==> config.mk <==
export PLATFORM = sky130hd
export DESIGN_NAME = cci_sqrt
export DESIGN_NICKNAME = d
export VERILOG_FILES = /design/src/rtl/cci_sqrt.sv
export SDC_FILE = /design/constraint.sdc
export NUM_CORES = 1
export LEC_CHECK = 0
export BUFFER_PORTS_ARGS = -buffer_cell sky130_fd_sc_hd__buf_2
export CORE_ASPECT_RATIO = 1.5
export CORE_MARGIN = 3
export CORE_UTILIZATION = 54
export DETAILED_ROUTE_END_ITERATION = 8
export GPL_TIMING_DRIVEN = 0
export PLACE_DENSITY = 0.87
export SYNTH_ARGS = -nofsm -noshare
export SYNTH_HDL_FRONTEND = slang
export SYNTH_SLANG_ARGS = --single-unit
==> constraint.sdc <==
create_clock -name clk -period 2.2 [get_ports clk]
set_input_delay 0.55 -clock clk [delete_from_list [all_inputs] [get_ports clk]]
set_output_delay 0.55 -clock clk [all_outputs]
set_load 0.02 [all_outputs]
==> src/rtl/cci_sqrt.sv <==
// pipelined integer square root, one result bit per register stage
// carries a valid bit and a side bus alongside; no package dependencies
module cci_sqrt #(
  parameter int RAD_W  = 8,
  parameter int SIDE_W = 1
) (
  input  logic                 clk,
  input  logic                 rst,
  input  logic                 in_valid,
  input  logic [RAD_W-1:0]     rad_in,
  input  logic [SIDE_W-1:0]    side_in,
  output logic                 out_valid,
  output logic [RAD_W/2-1:0]   root_out,
  output logic [SIDE_W-1:0]    side_out
);

  localparam int R = RAD_W / 2;

  logic              vld_q  [R];
  logic [SIDE_W-1:0] side_q [R];
  logic [R:0]        rem_q  [R];
  logic [R-1:0]      root_q [R];
  logic [RAD_W-1:0]  word_q [R];

  for (genvar s = 0; s < R; s++) begin : g_stage
    logic              pv;
    logic [SIDE_W-1:0] pside;
    logic [R:0]        prem;
    logic [R-1:0]      proot;
    logic [RAD_W-1:0]  pword;
    logic [R+2:0]      t;
    logic [R+2:0]      trial;
    logic              ge;

    if (s == 0) begin : g_first
      assign pv    = in_valid;
      assign pside = side_in;
      assign prem  = '0;
      assign proot = '0;
      assign pword = rad_in;
    end else begin : g_next
      assign pv    = vld_q[s-1];
      assign pside = side_q[s-1];
      assign prem  = rem_q[s-1];
      assign proot = root_q[s-1];
      assign pword = word_q[s-1];
    end

    // bring down two radicand bits and try the next root bit
    assign t     = {prem, pword[RAD_W-1:RAD_W-2]};
    assign trial = {1'b0, proot, 2'b01};
    assign ge    = (t >= trial);

    always_ff @(posedge clk) begin
      if (rst) begin
        vld_q[s] <= 1'b0;
      end else begin
        vld_q[s] <= pv;
      end
    end

    always_ff @(posedge clk) begin
      side_q[s] <= pside;
      rem_q[s]  <= ge ? (R+1)'(t - trial) : t[R:0];
      root_q[s] <= {proot[R-2:0], ge};
      word_q[s] <= {pword[RAD_W-3:0], 2'b00};
    end
  end

  assign out_valid = vld_q[R-1];
  assign root_out  = root_q[R-1];
  assign side_out  = side_q[R-1];

endmodule

==> results_dict.tcl <==
set metrics [dict create \
    outcome "complete, no violations" \
    num_vias 840 \
    place.gp.congestion 0.795 \
    cp_data_required_time_ns 2.44 \
    finalHoldViolations 0 \
    portBuffers 17 \
    n_antenna_cell 0 \
    cts-resized-gates 0 \
    dieArea_mm2 0.00324 \
    crit_path_start_kind "flop" \
    grt_max_degree 14 \
    maxSlewViolCount 0 \
    synthCells 116 \
    layout.nets 162 \
    cts_tree "done" \
    fp.dieH_um 68.3 \
    grtUsageMet1_pct 13.3 \
    layout-drive-gt1-share_pct 22.0 \
    p_leak_nw 0.745 \
    drtIter0Drc 19 \
    post_drt_via_cell_ratio 5.12 \
    skew_ns 0.0129 \
    fmax_ghz 0.538 \
    ys_types 33 \
    fin_tns_setup_ns 0 \
    final_common_cell "dfxtp_1" \
    powerDensity_mw_per_mm2 941 \
    syn_to_final_growth_pct 12.0 \
    cts_setup_buffers 0 \
    start_util_pct 59.7 \
    ys_warn_count 0 \
    clkTransAtPathRegs_ns 0.11 \
    clock_latency_ns 0.35 \
    arrival_ns 2.09 \
    synth_area_mm2 0.00140 \
    placedCellCount 156 \
    crit_path_max_fanout 4 \
    root_buffer "clkbuf_4" \
    grt_use_total_pct 15.1 \
    grt_use_met2_pct 25.7 \
    antenna_found_initial 0 \
    ys_seq_elements 43 \
    final-setup-viol-count 0 \
    cts_hold_buf 0 \
    cts.htree.levels 2 \
    yosysTopAreaCellShare_pct 61.7 \
    overflow 0 \
    drcViolationCount 0 \
    yosys-top-cells-area "dfxtp_1, ha_1, inv_1" \
    core_mm2 0.00234 \
    worst_slack_ns 0.342 \
    rows 21 \
    multiInputGateArea_um2 489 \
    grt_pass1_vias 840 \
    ant_nets 0 \
    p_total_mw 1.47 \
    wl_per_cell_um 11.1 \
    regArea_um2 861 \
    maxCapViolCount 0 \
    finalCriticalPeriod_ns 1.86 \
    synth-seq-area-share_pct 61.7 \
    hold_path_class "primary input to flop" \
    layout_common_cells "dfxtp_1, buf_2, inv_1, ha_1, nor2b_1" \
    syn_area_per_cell_um2 12.0 \
    grt_use_met3_pct 7.37 \
    finalCritPeriodShare_pct 84.4 \
    synth.net_count 138 \
    place_ws_ns 0.347 \
    fin_cells 164 \
    die_x_um 47.5 \
    cts_inserted_buffers 5 \
    end_kind "flop" \
    ir_drop_mv 0.588 \
    fillers 195 \
    synth_top_cell_by_area "dfxtp_1" \
    rsz0062_at_grt "false" \
    drtPass1Iterations 4 \
    drt-total-wl_um 1830 \
    gr-max-usage-layer "met2" \
    grt_pass1_wl_um 3260 \
    hpwl_um 1420 \
    clockBufferDepth 2 \
    cts_sinks 43 \
    crit_type "flop to flop" \
    ioPinCount 18 \
]
[cells in the mapped netlist]
cell type,number
a31oi_1,2
mux2i_1,2
nor3_1,2
a221oi_1,1
or2_2,1
a22o_1,1
dfxtp_1,43
inv_1,12
o21a_1,3
o21ai_0,4
nor2b_1,7
conb_1,1
o2111ai_1,1
and2_1,1
mux2_4,1
nand3_1,2
a21o_1,1
or3_1,1
a31oi_4,1
xor2_1,1
a41oi_1,1
or4_4,1
o21ai_2,1
nand2_1,3
a21oi_1,3
nor3_2,1
nand2_4,1
xnor2_1,3
o21ai_1,1
ha_1,10
and3_1,1
nand2b_1,1
nor2_1,1
[per-stage QoR]
step                      util (%)  hold WS, ns  cell area [µm²]
after global routing          66.8        0.262             1560
after detailed placement      64.5        0.312             1510
after CTS                     66.8        0.269             1560
after global placement        64.5        0.310             1510
after floorplan                  -        0.310             1400
final                         66.8        0.291             1560
[layout make-up]
cell class,instances,area share [%]
Multi-Input combinational cell,61,31.3
Sequential cell,43,55.1
Timing Repair Buffer,17,5.44
Clock buffer,6,2.64
Clock inverter,2,0.801
Tap cell,23,1.84
Inverter,12,2.88
[registers in the layout, summed over array words and instances, names as in the netlist]
register / cells
rem_q: 13
word_q: 12
root_q: 10
side_q: 4
vld_q: 4
[path summary, 6_finish.rpt]
kind                      from      endpoint  slack, ns  depth (start not counted)
setup / recovery  root_q[1][1]   rem_q[2][2]       0.34                          6
hold / removal       rad_in[5]  word_q[0][5]       0.29                          1
setup reg to reg  root_q[1][1]   rem_q[2][2]       0.34                          6
hold reg to reg      side_q[1]     side_q[2]       0.34                          0
[cells by family (layout without fill, tap and decap cells)]
| group | after synthesis | count (layout) | share of synthesized area (%) |
|---|---|---|---|
| fa+ha+maj | 10 | 10 | 8.97 |
| simple gates | 23 | 23 | 10.2 |
| other cells | 1 | 1 | 0.269 |
| buf+inv | 12 | 37 | 3.23 |
| compound gates | 20 | 20 | 10.6 |
| flops | 43 | 43 | 61.7 |
| mux | 3 | 3 | 2.51 |
| xor+xnor | 4 | 4 | 2.51 |
[metal layers]
layer  part of all wire (%)  routed length (µm)  vias to the layer above
met5                      0                   0                        -
met2                     55                1010                       18
li1                       -                   -                      438
met1                     36                 651                      378
met3                    6.2                 114                        6
met4                    2.8                  52                        0
[critical path, cell delays in order, from the launching register on]
cell and delay (ns):
dfxtp_1 0.35, inv_1 0.05, ha_1 0.18, or4_4 0.54, a31oi_4 0.22, nand2_4 0.10
mux2_4 0.31
[report_power, final]
part | switching [mW] | leakage [nW] | internal (mW) | total [mW]
clock | 0.231 | 0.0282 | 0.123 | 0.354
sequential | 0.0284 | 0.361 | 0.864 | 0.892
combinational | 0.116 | 0.357 | 0.109 | 0.225
Note: power is estimated with default switching activity, not from simulation.
