File: config.mk
export PLATFORM = sky130hd
export DESIGN_NAME = cci_div
export DESIGN_NICKNAME = d
export VERILOG_FILES = /design/src/rtl/cci_div.sv
export SDC_FILE = /design/constraint.sdc
export NUM_CORES = 1
export LEC_CHECK = 0
export BUFFER_PORTS_ARGS = -buffer_cell sky130_fd_sc_hd__buf_2
export CORE_MARGIN = 4
export CORE_UTILIZATION = 51
export CTS_CLUSTER_DIAMETER = 100
export DETAILED_ROUTE_END_ITERATION = 12
export GPL_TIMING_DRIVEN = 1
export PLACE_DENSITY = 0.75
export SYNTH_ARGS = -nofsm -noshare
export SYNTH_HDL_FRONTEND = slang
export SYNTH_SLANG_ARGS = --single-unit
File: constraint.sdc
create_clock -name clk -period 3.05 [get_ports clk]
set_input_delay 0.1525 -clock clk [delete_from_list [all_inputs] [get_ports clk]]
set_output_delay 0.1525 -clock clk [all_outputs]
set_load 0.05 [all_outputs]
File: src/rtl/cci_div.sv
// pipelined restoring divider, one quotient bit per register stage,
// several dividends share one divisor; no package dependencies
module cci_div #(
  parameter int NUM_W  = 8,
  parameter int DEN_W  = 8,
  parameter int LANES  = 1,
  parameter int SIDE_W = 1
) (
  input  logic                         clk,
  input  logic                         rst,
  input  logic                         in_valid,
  input  logic [LANES-1:0][NUM_W-1:0]  num_in,
  input  logic [DEN_W-1:0]             den_in,
  input  logic [SIDE_W-1:0]            side_in,
  output logic                         out_valid,
  output logic [LANES-1:0][NUM_W-1:0]  quo_out,
  output logic [SIDE_W-1:0]            side_out
);

  logic              vld_q  [NUM_W];
  logic [DEN_W-1:0]  den_q  [NUM_W];
  logic [SIDE_W-1:0] side_q [NUM_W];
  logic [DEN_W-1:0]  rem_q  [NUM_W][LANES];
  logic [NUM_W-1:0]  word_q [NUM_W][LANES];

  for (genvar s = 0; s < NUM_W; s++) begin : g_stage
    logic              pv;
    logic [DEN_W-1:0]  pden;
    logic [SIDE_W-1:0] pside;
    logic [DEN_W-1:0]  nrem  [LANES];
    logic [NUM_W-1:0]  nword [LANES];

    if (s == 0) begin : g_first
      assign pv    = in_valid;
      assign pden  = den_in;
      assign pside = side_in;
    end else begin : g_next
      assign pv    = vld_q[s-1];
      assign pden  = den_q[s-1];
      assign pside = side_q[s-1];
    end

    for (genvar l = 0; l < LANES; l++) begin : g_lane
      logic [DEN_W-1:0] pr;
      logic [NUM_W-1:0] pw;
      logic [DEN_W:0]   t;
      logic             ge;

      if (s == 0) begin : g_first
        assign pr = '0;
        assign pw = num_in[l];
      end else begin : g_next
        assign pr = rem_q[s-1][l];
        assign pw = word_q[s-1][l];
      end

      // shift in the next dividend bit, subtract when it fits
      assign t        = {pr, pw[NUM_W-1]};
      assign ge       = (t >= {1'b0, pden});
      assign nrem[l]  = ge ? DEN_W'(t - {1'b0, pden}) : t[DEN_W-1:0];
      assign nword[l] = {pw[NUM_W-2:0], ge};
    end

    always_ff @(posedge clk) begin
      if (rst) begin
        vld_q[s] <= 1'b0;
      end else begin
        vld_q[s] <= pv;
      end
    end

    always_ff @(posedge clk) begin
      den_q[s]  <= pden;
      side_q[s] <= pside;
      for (int l = 0; l < LANES; l++) begin
        rem_q[s][l]  <= nrem[l];
        word_q[s][l] <= nword[l];
      end
    end
  end

  assign out_valid = vld_q[NUM_W-1];
  assign side_out  = side_q[NUM_W-1];

  always_comb begin
    for (int l = 0; l < LANES; l++) begin
      quo_out[l] = word_q[NUM_W-1][l];
    end
  end

endmodule

==> impl_metrics.json <==
{
  "outcome": "finished, final reports clean",
  "synth_edf_count": 0,
  "slew_viol_final": 0,
  "netlist_area_sq_um": 7160,
  "cts_resized": 0,
  "final_net_count": 780,
  "postPlaceCellArea_sq_um": 7490,
  "ff2ff_setup_slack_ns": 0.66,
  "finalHoldViolations": 0,
  "avgRoutedWirePerCell_um": 13.1,
  "clock.fmax_ghz": 0.418,
  "layout.cell_area.non_filler_sq_um": 8320,
  "avgSynthCellArea_sq_um": 11.3,
  "drt_pass1_iterations": 4,
  "grtUsageMet1_pct": 15.6,
  "ioPinCount": 30,
  "finish.cell_count_without_fillers": 889,
  "grt_setup_unrepaired": "no",
  "synth_warnings": 0,
  "initial_core_util_pct": 51.8,
  "worst_path_max_delay_cell": "a41oi_2",
  "finalSetupViolCount": 0,
  "critPathLaunchType": "flop",
  "globalRoute.busiestLayer": "met2",
  "power.ir.vdd_worst_v": 0.000442,
  "critical_path.endpoint": "rem_q[5][2]",
  "crit_arrival_ns": 2.71,
  "powerDensity_nw_per_um2": 848,
  "netlist_instances": 636,
  "drt-total-wl_mm": 11.7,
  "ff_to_ff_end": "rem_q[5][2]",
  "vias_in_the_first_global_route": 4644,
  "grt_antenna_before_repair": 0,
  "insertion_delay_ns": 0.43,
  "port_buffers": 29,
  "finalClockSkew_ns": 0.0114,
  "synthArstFlopShare_pct": 0,
  "tritoncts": "done",
  "floorplan.rows": 43,
  "core_utilization_of_the_finished_layout_pct": 60.2,
  "fp.dieW_um": 126,
  "cts_num_sinks": 192,
  "dp_hpwl_mm": 8.57,
  "setup_fix_bufs_post_cts": 0,
  "worst_hold_path_type": "flop to flop",
  "htree_num_levels": 4,
  "cts_max_path_buffers": 2,
  "fillerInstances": 1100,
  "clk_pin_slew_ns": 0.07,
  "power.static_leakage_uw": 0.00400,
  "maximum_number_of_pins_on_one_net_before_global_route_repair": 18,
  "slew_headroom_pct": 52.6,
  "cp_max_fo": 8,
  "synth.ff_latch_count": 192,
  "layout_cells_sized_above_1_pct": 14.1,
  "timing.critical_path.cells": "inv_1 -> ha_1 -> a21o_1 -> a21oi_1 -> o21ai_0 -> a41oi_2 -> mux2_2",
  "root_buffer_selected_by_cts": "clkbuf_16",
  "grt_use_met3_pct": 4.13,
  "cts_inserted_buffers": 17,
  "grt_remaining_overflow": 0,
  "r2r.worst_path.cells": 7,
  "layout_common_cells": "dfxtp_1, inv_1, ha_1",
  "via_count": 4536,
  "area_growth_syn_to_layout_pct": 16.3,
  "final_common_cell": "dfxtp_1",
  "end_kind": "flop",
  "synth.distinct_cells": 43,
  "antenna_diode_instance_count": 0,
  "floorplan.core_area_sq_um": 13800,
  "synth_top_flop_cell": "dfxtp_1",
  "placedCellCount": 837,
  "final_min_period_over_clock_period_pct": 78.4,
  "routabilityCongestion": 0.889,
  "setup.worst_path.start": "den_q[4][3]",
  "global_route.usage.met2_pct": 29.0,
  "grt_pass1_wl_mm": 20.2,
  "setup_tns_ns": 0,
  "report.power.total_uw": 7050,
  "critical-path-max-stage-delay_ns": 0.57,
  "initialDrtViolationCount": 117,
  "crit_type": "flop to flop",
  "required_ns": 3.37,
  "cap_violations": 0,
  "final_antenna_net_count": 0,
  "post-route-min-period_ns": 2.39,
  "grt.total_usage_pct": 15.6,
  "vias_per_cell": 5.10,
  "synth_sequential_area_ratio_pct": 53.7,
  "chipHeight_um": 126,
  "worst-slew-pin-transition_ns": 0.712,
  "synth_fp_nets": 720,
  "regToRegStartpoint": "den_q[4][3]",
  "drc": 0,
  "die_area_sq_um": 16000
}
Yosys cell counts, types with 2 or more instances:
cell,instances,area (sq um)
nor2_1,20,75.1
a211oi_1,6,45.0
a21o_1,18,135
nand3_1,11,55.1
mux2_2,33,372
o311a_1,4,40.0
buf_2,3,15.0
xor2_1,2,17.5
nand2b_1,12,75.1
and3_1,5,31.3
nand4_1,2,12.5
or2_2,2,12.5
nor3b_1,5,37.5
nor2b_1,14,87.6
a21boi_0,3,22.5
nor3_1,19,95.1
a31oi_1,4,25.0
o31a_1,6,52.6
a211o_1,9,78.8
a41oi_2,2,32.5
a21oi_1,21,105
a311o_1,6,60.1
inv_1,83,312
o21ai_0,14,70.1
ha_1,58,726
a2111oi_0,4,35.0
o21bai_1,2,15.0
nor4_1,6,37.5
nand2_1,9,33.8
xnor2_1,16,140
o21a_1,9,67.6
mux2i_1,16,160
fa_1,6,120
dfxtp_1,192,3840
and2_1,2,12.5
clkbuf_1,5,18.8
through the flow:
step	hold WS (ns)	setup WS, ns
after floorplan	0.180	0.892
after global placement	0.254	0.756
after detailed placement	0.257	0.648
after CTS	0.324	0.643
after global routing	0.326	0.509
final	0.324	0.658
where the power goes:
part	switching, uW	internal [uW]
sequential	129	2850
combinational	933	842
clock	947	1350
total	2010	5040
final cells by class:
type | count | area, sq um | share of cell area, %
multi-input combinational | 353 | 2970 | 35.7
tap | 180 | 225 | 2.71
timing repair buffer | 49 | 345 | 4.15
clock buffer | 20 | 457 | 5.49
clock inverter | 12 | 171 | 2.06
sequential | 192 | 3840 | 46.2
inverter | 83 | 312 | 3.74
per-layer routing:
metal,up-vias,part of all wire (%),wire [um]
met5,-,0,0
met4,0,3.8,446
met3,37,3.3,389
met2,93,53,6160
met1,2096,40,4670
li1,2310,-,-
critical path, delay by kind of cell, from the launching register on:
family	cells	cell delay, ns
AO/OA/AOI/OAI	4	1.14
adder cells (fa/ha/maj)	1	0.34
buffers and inverters	1	0.05
multiplexers	1	0.41
flip-flops	1	0.35
logic make-up (layout without fill, tap and decap cells):
kind of cell / count (synthesis) / after routing / synth area share, %
AO/OA/AOI/OAI: 113 / 113 / 11.9
flip-flops: 192 / 192 / 53.7
buffers and inverters: 91 / 164 / 4.83
adder cells (fa/ha/maj): 64 / 64 / 11.8
AND/OR/NAND/NOR: 109 / 109 / 8.13
XOR/XNOR: 18 / 18 / 2.20
multiplexers: 49 / 49 / 7.43
worst min-delay path by stage:
stage,start,to,slack (ns),cells past startpoint
global placement,num_in[6],word_q[0][7],0.25,1
floorplan,den_in[0],den_q[0][0],0.18,0
detailed placement,num_in[0],word_q[0][1],0.26,1
CTS,word_q[0][8],word_q[0][17],0.32,0
finish,word_q[0][22],word_q[0][31],0.32,0
global route,word_q[0][8],word_q[0][17],0.33,0
repair_timing:
action | CTS | global route
endpoints found under the hold margin | 25 | 0
setup endpoints to repair | 0 | 0
hold buffers | 20 | 0
state kept, by name, indices dropped and copies added, names as in the netlist:
| name | flops |
|---|---|
| side_q | 8 |
| word_q | 64 |
| rem_q | 56 |
| vld_q | 8 |
| den_q | 56 |
Note: power is estimated with default switching activity, not from simulation.
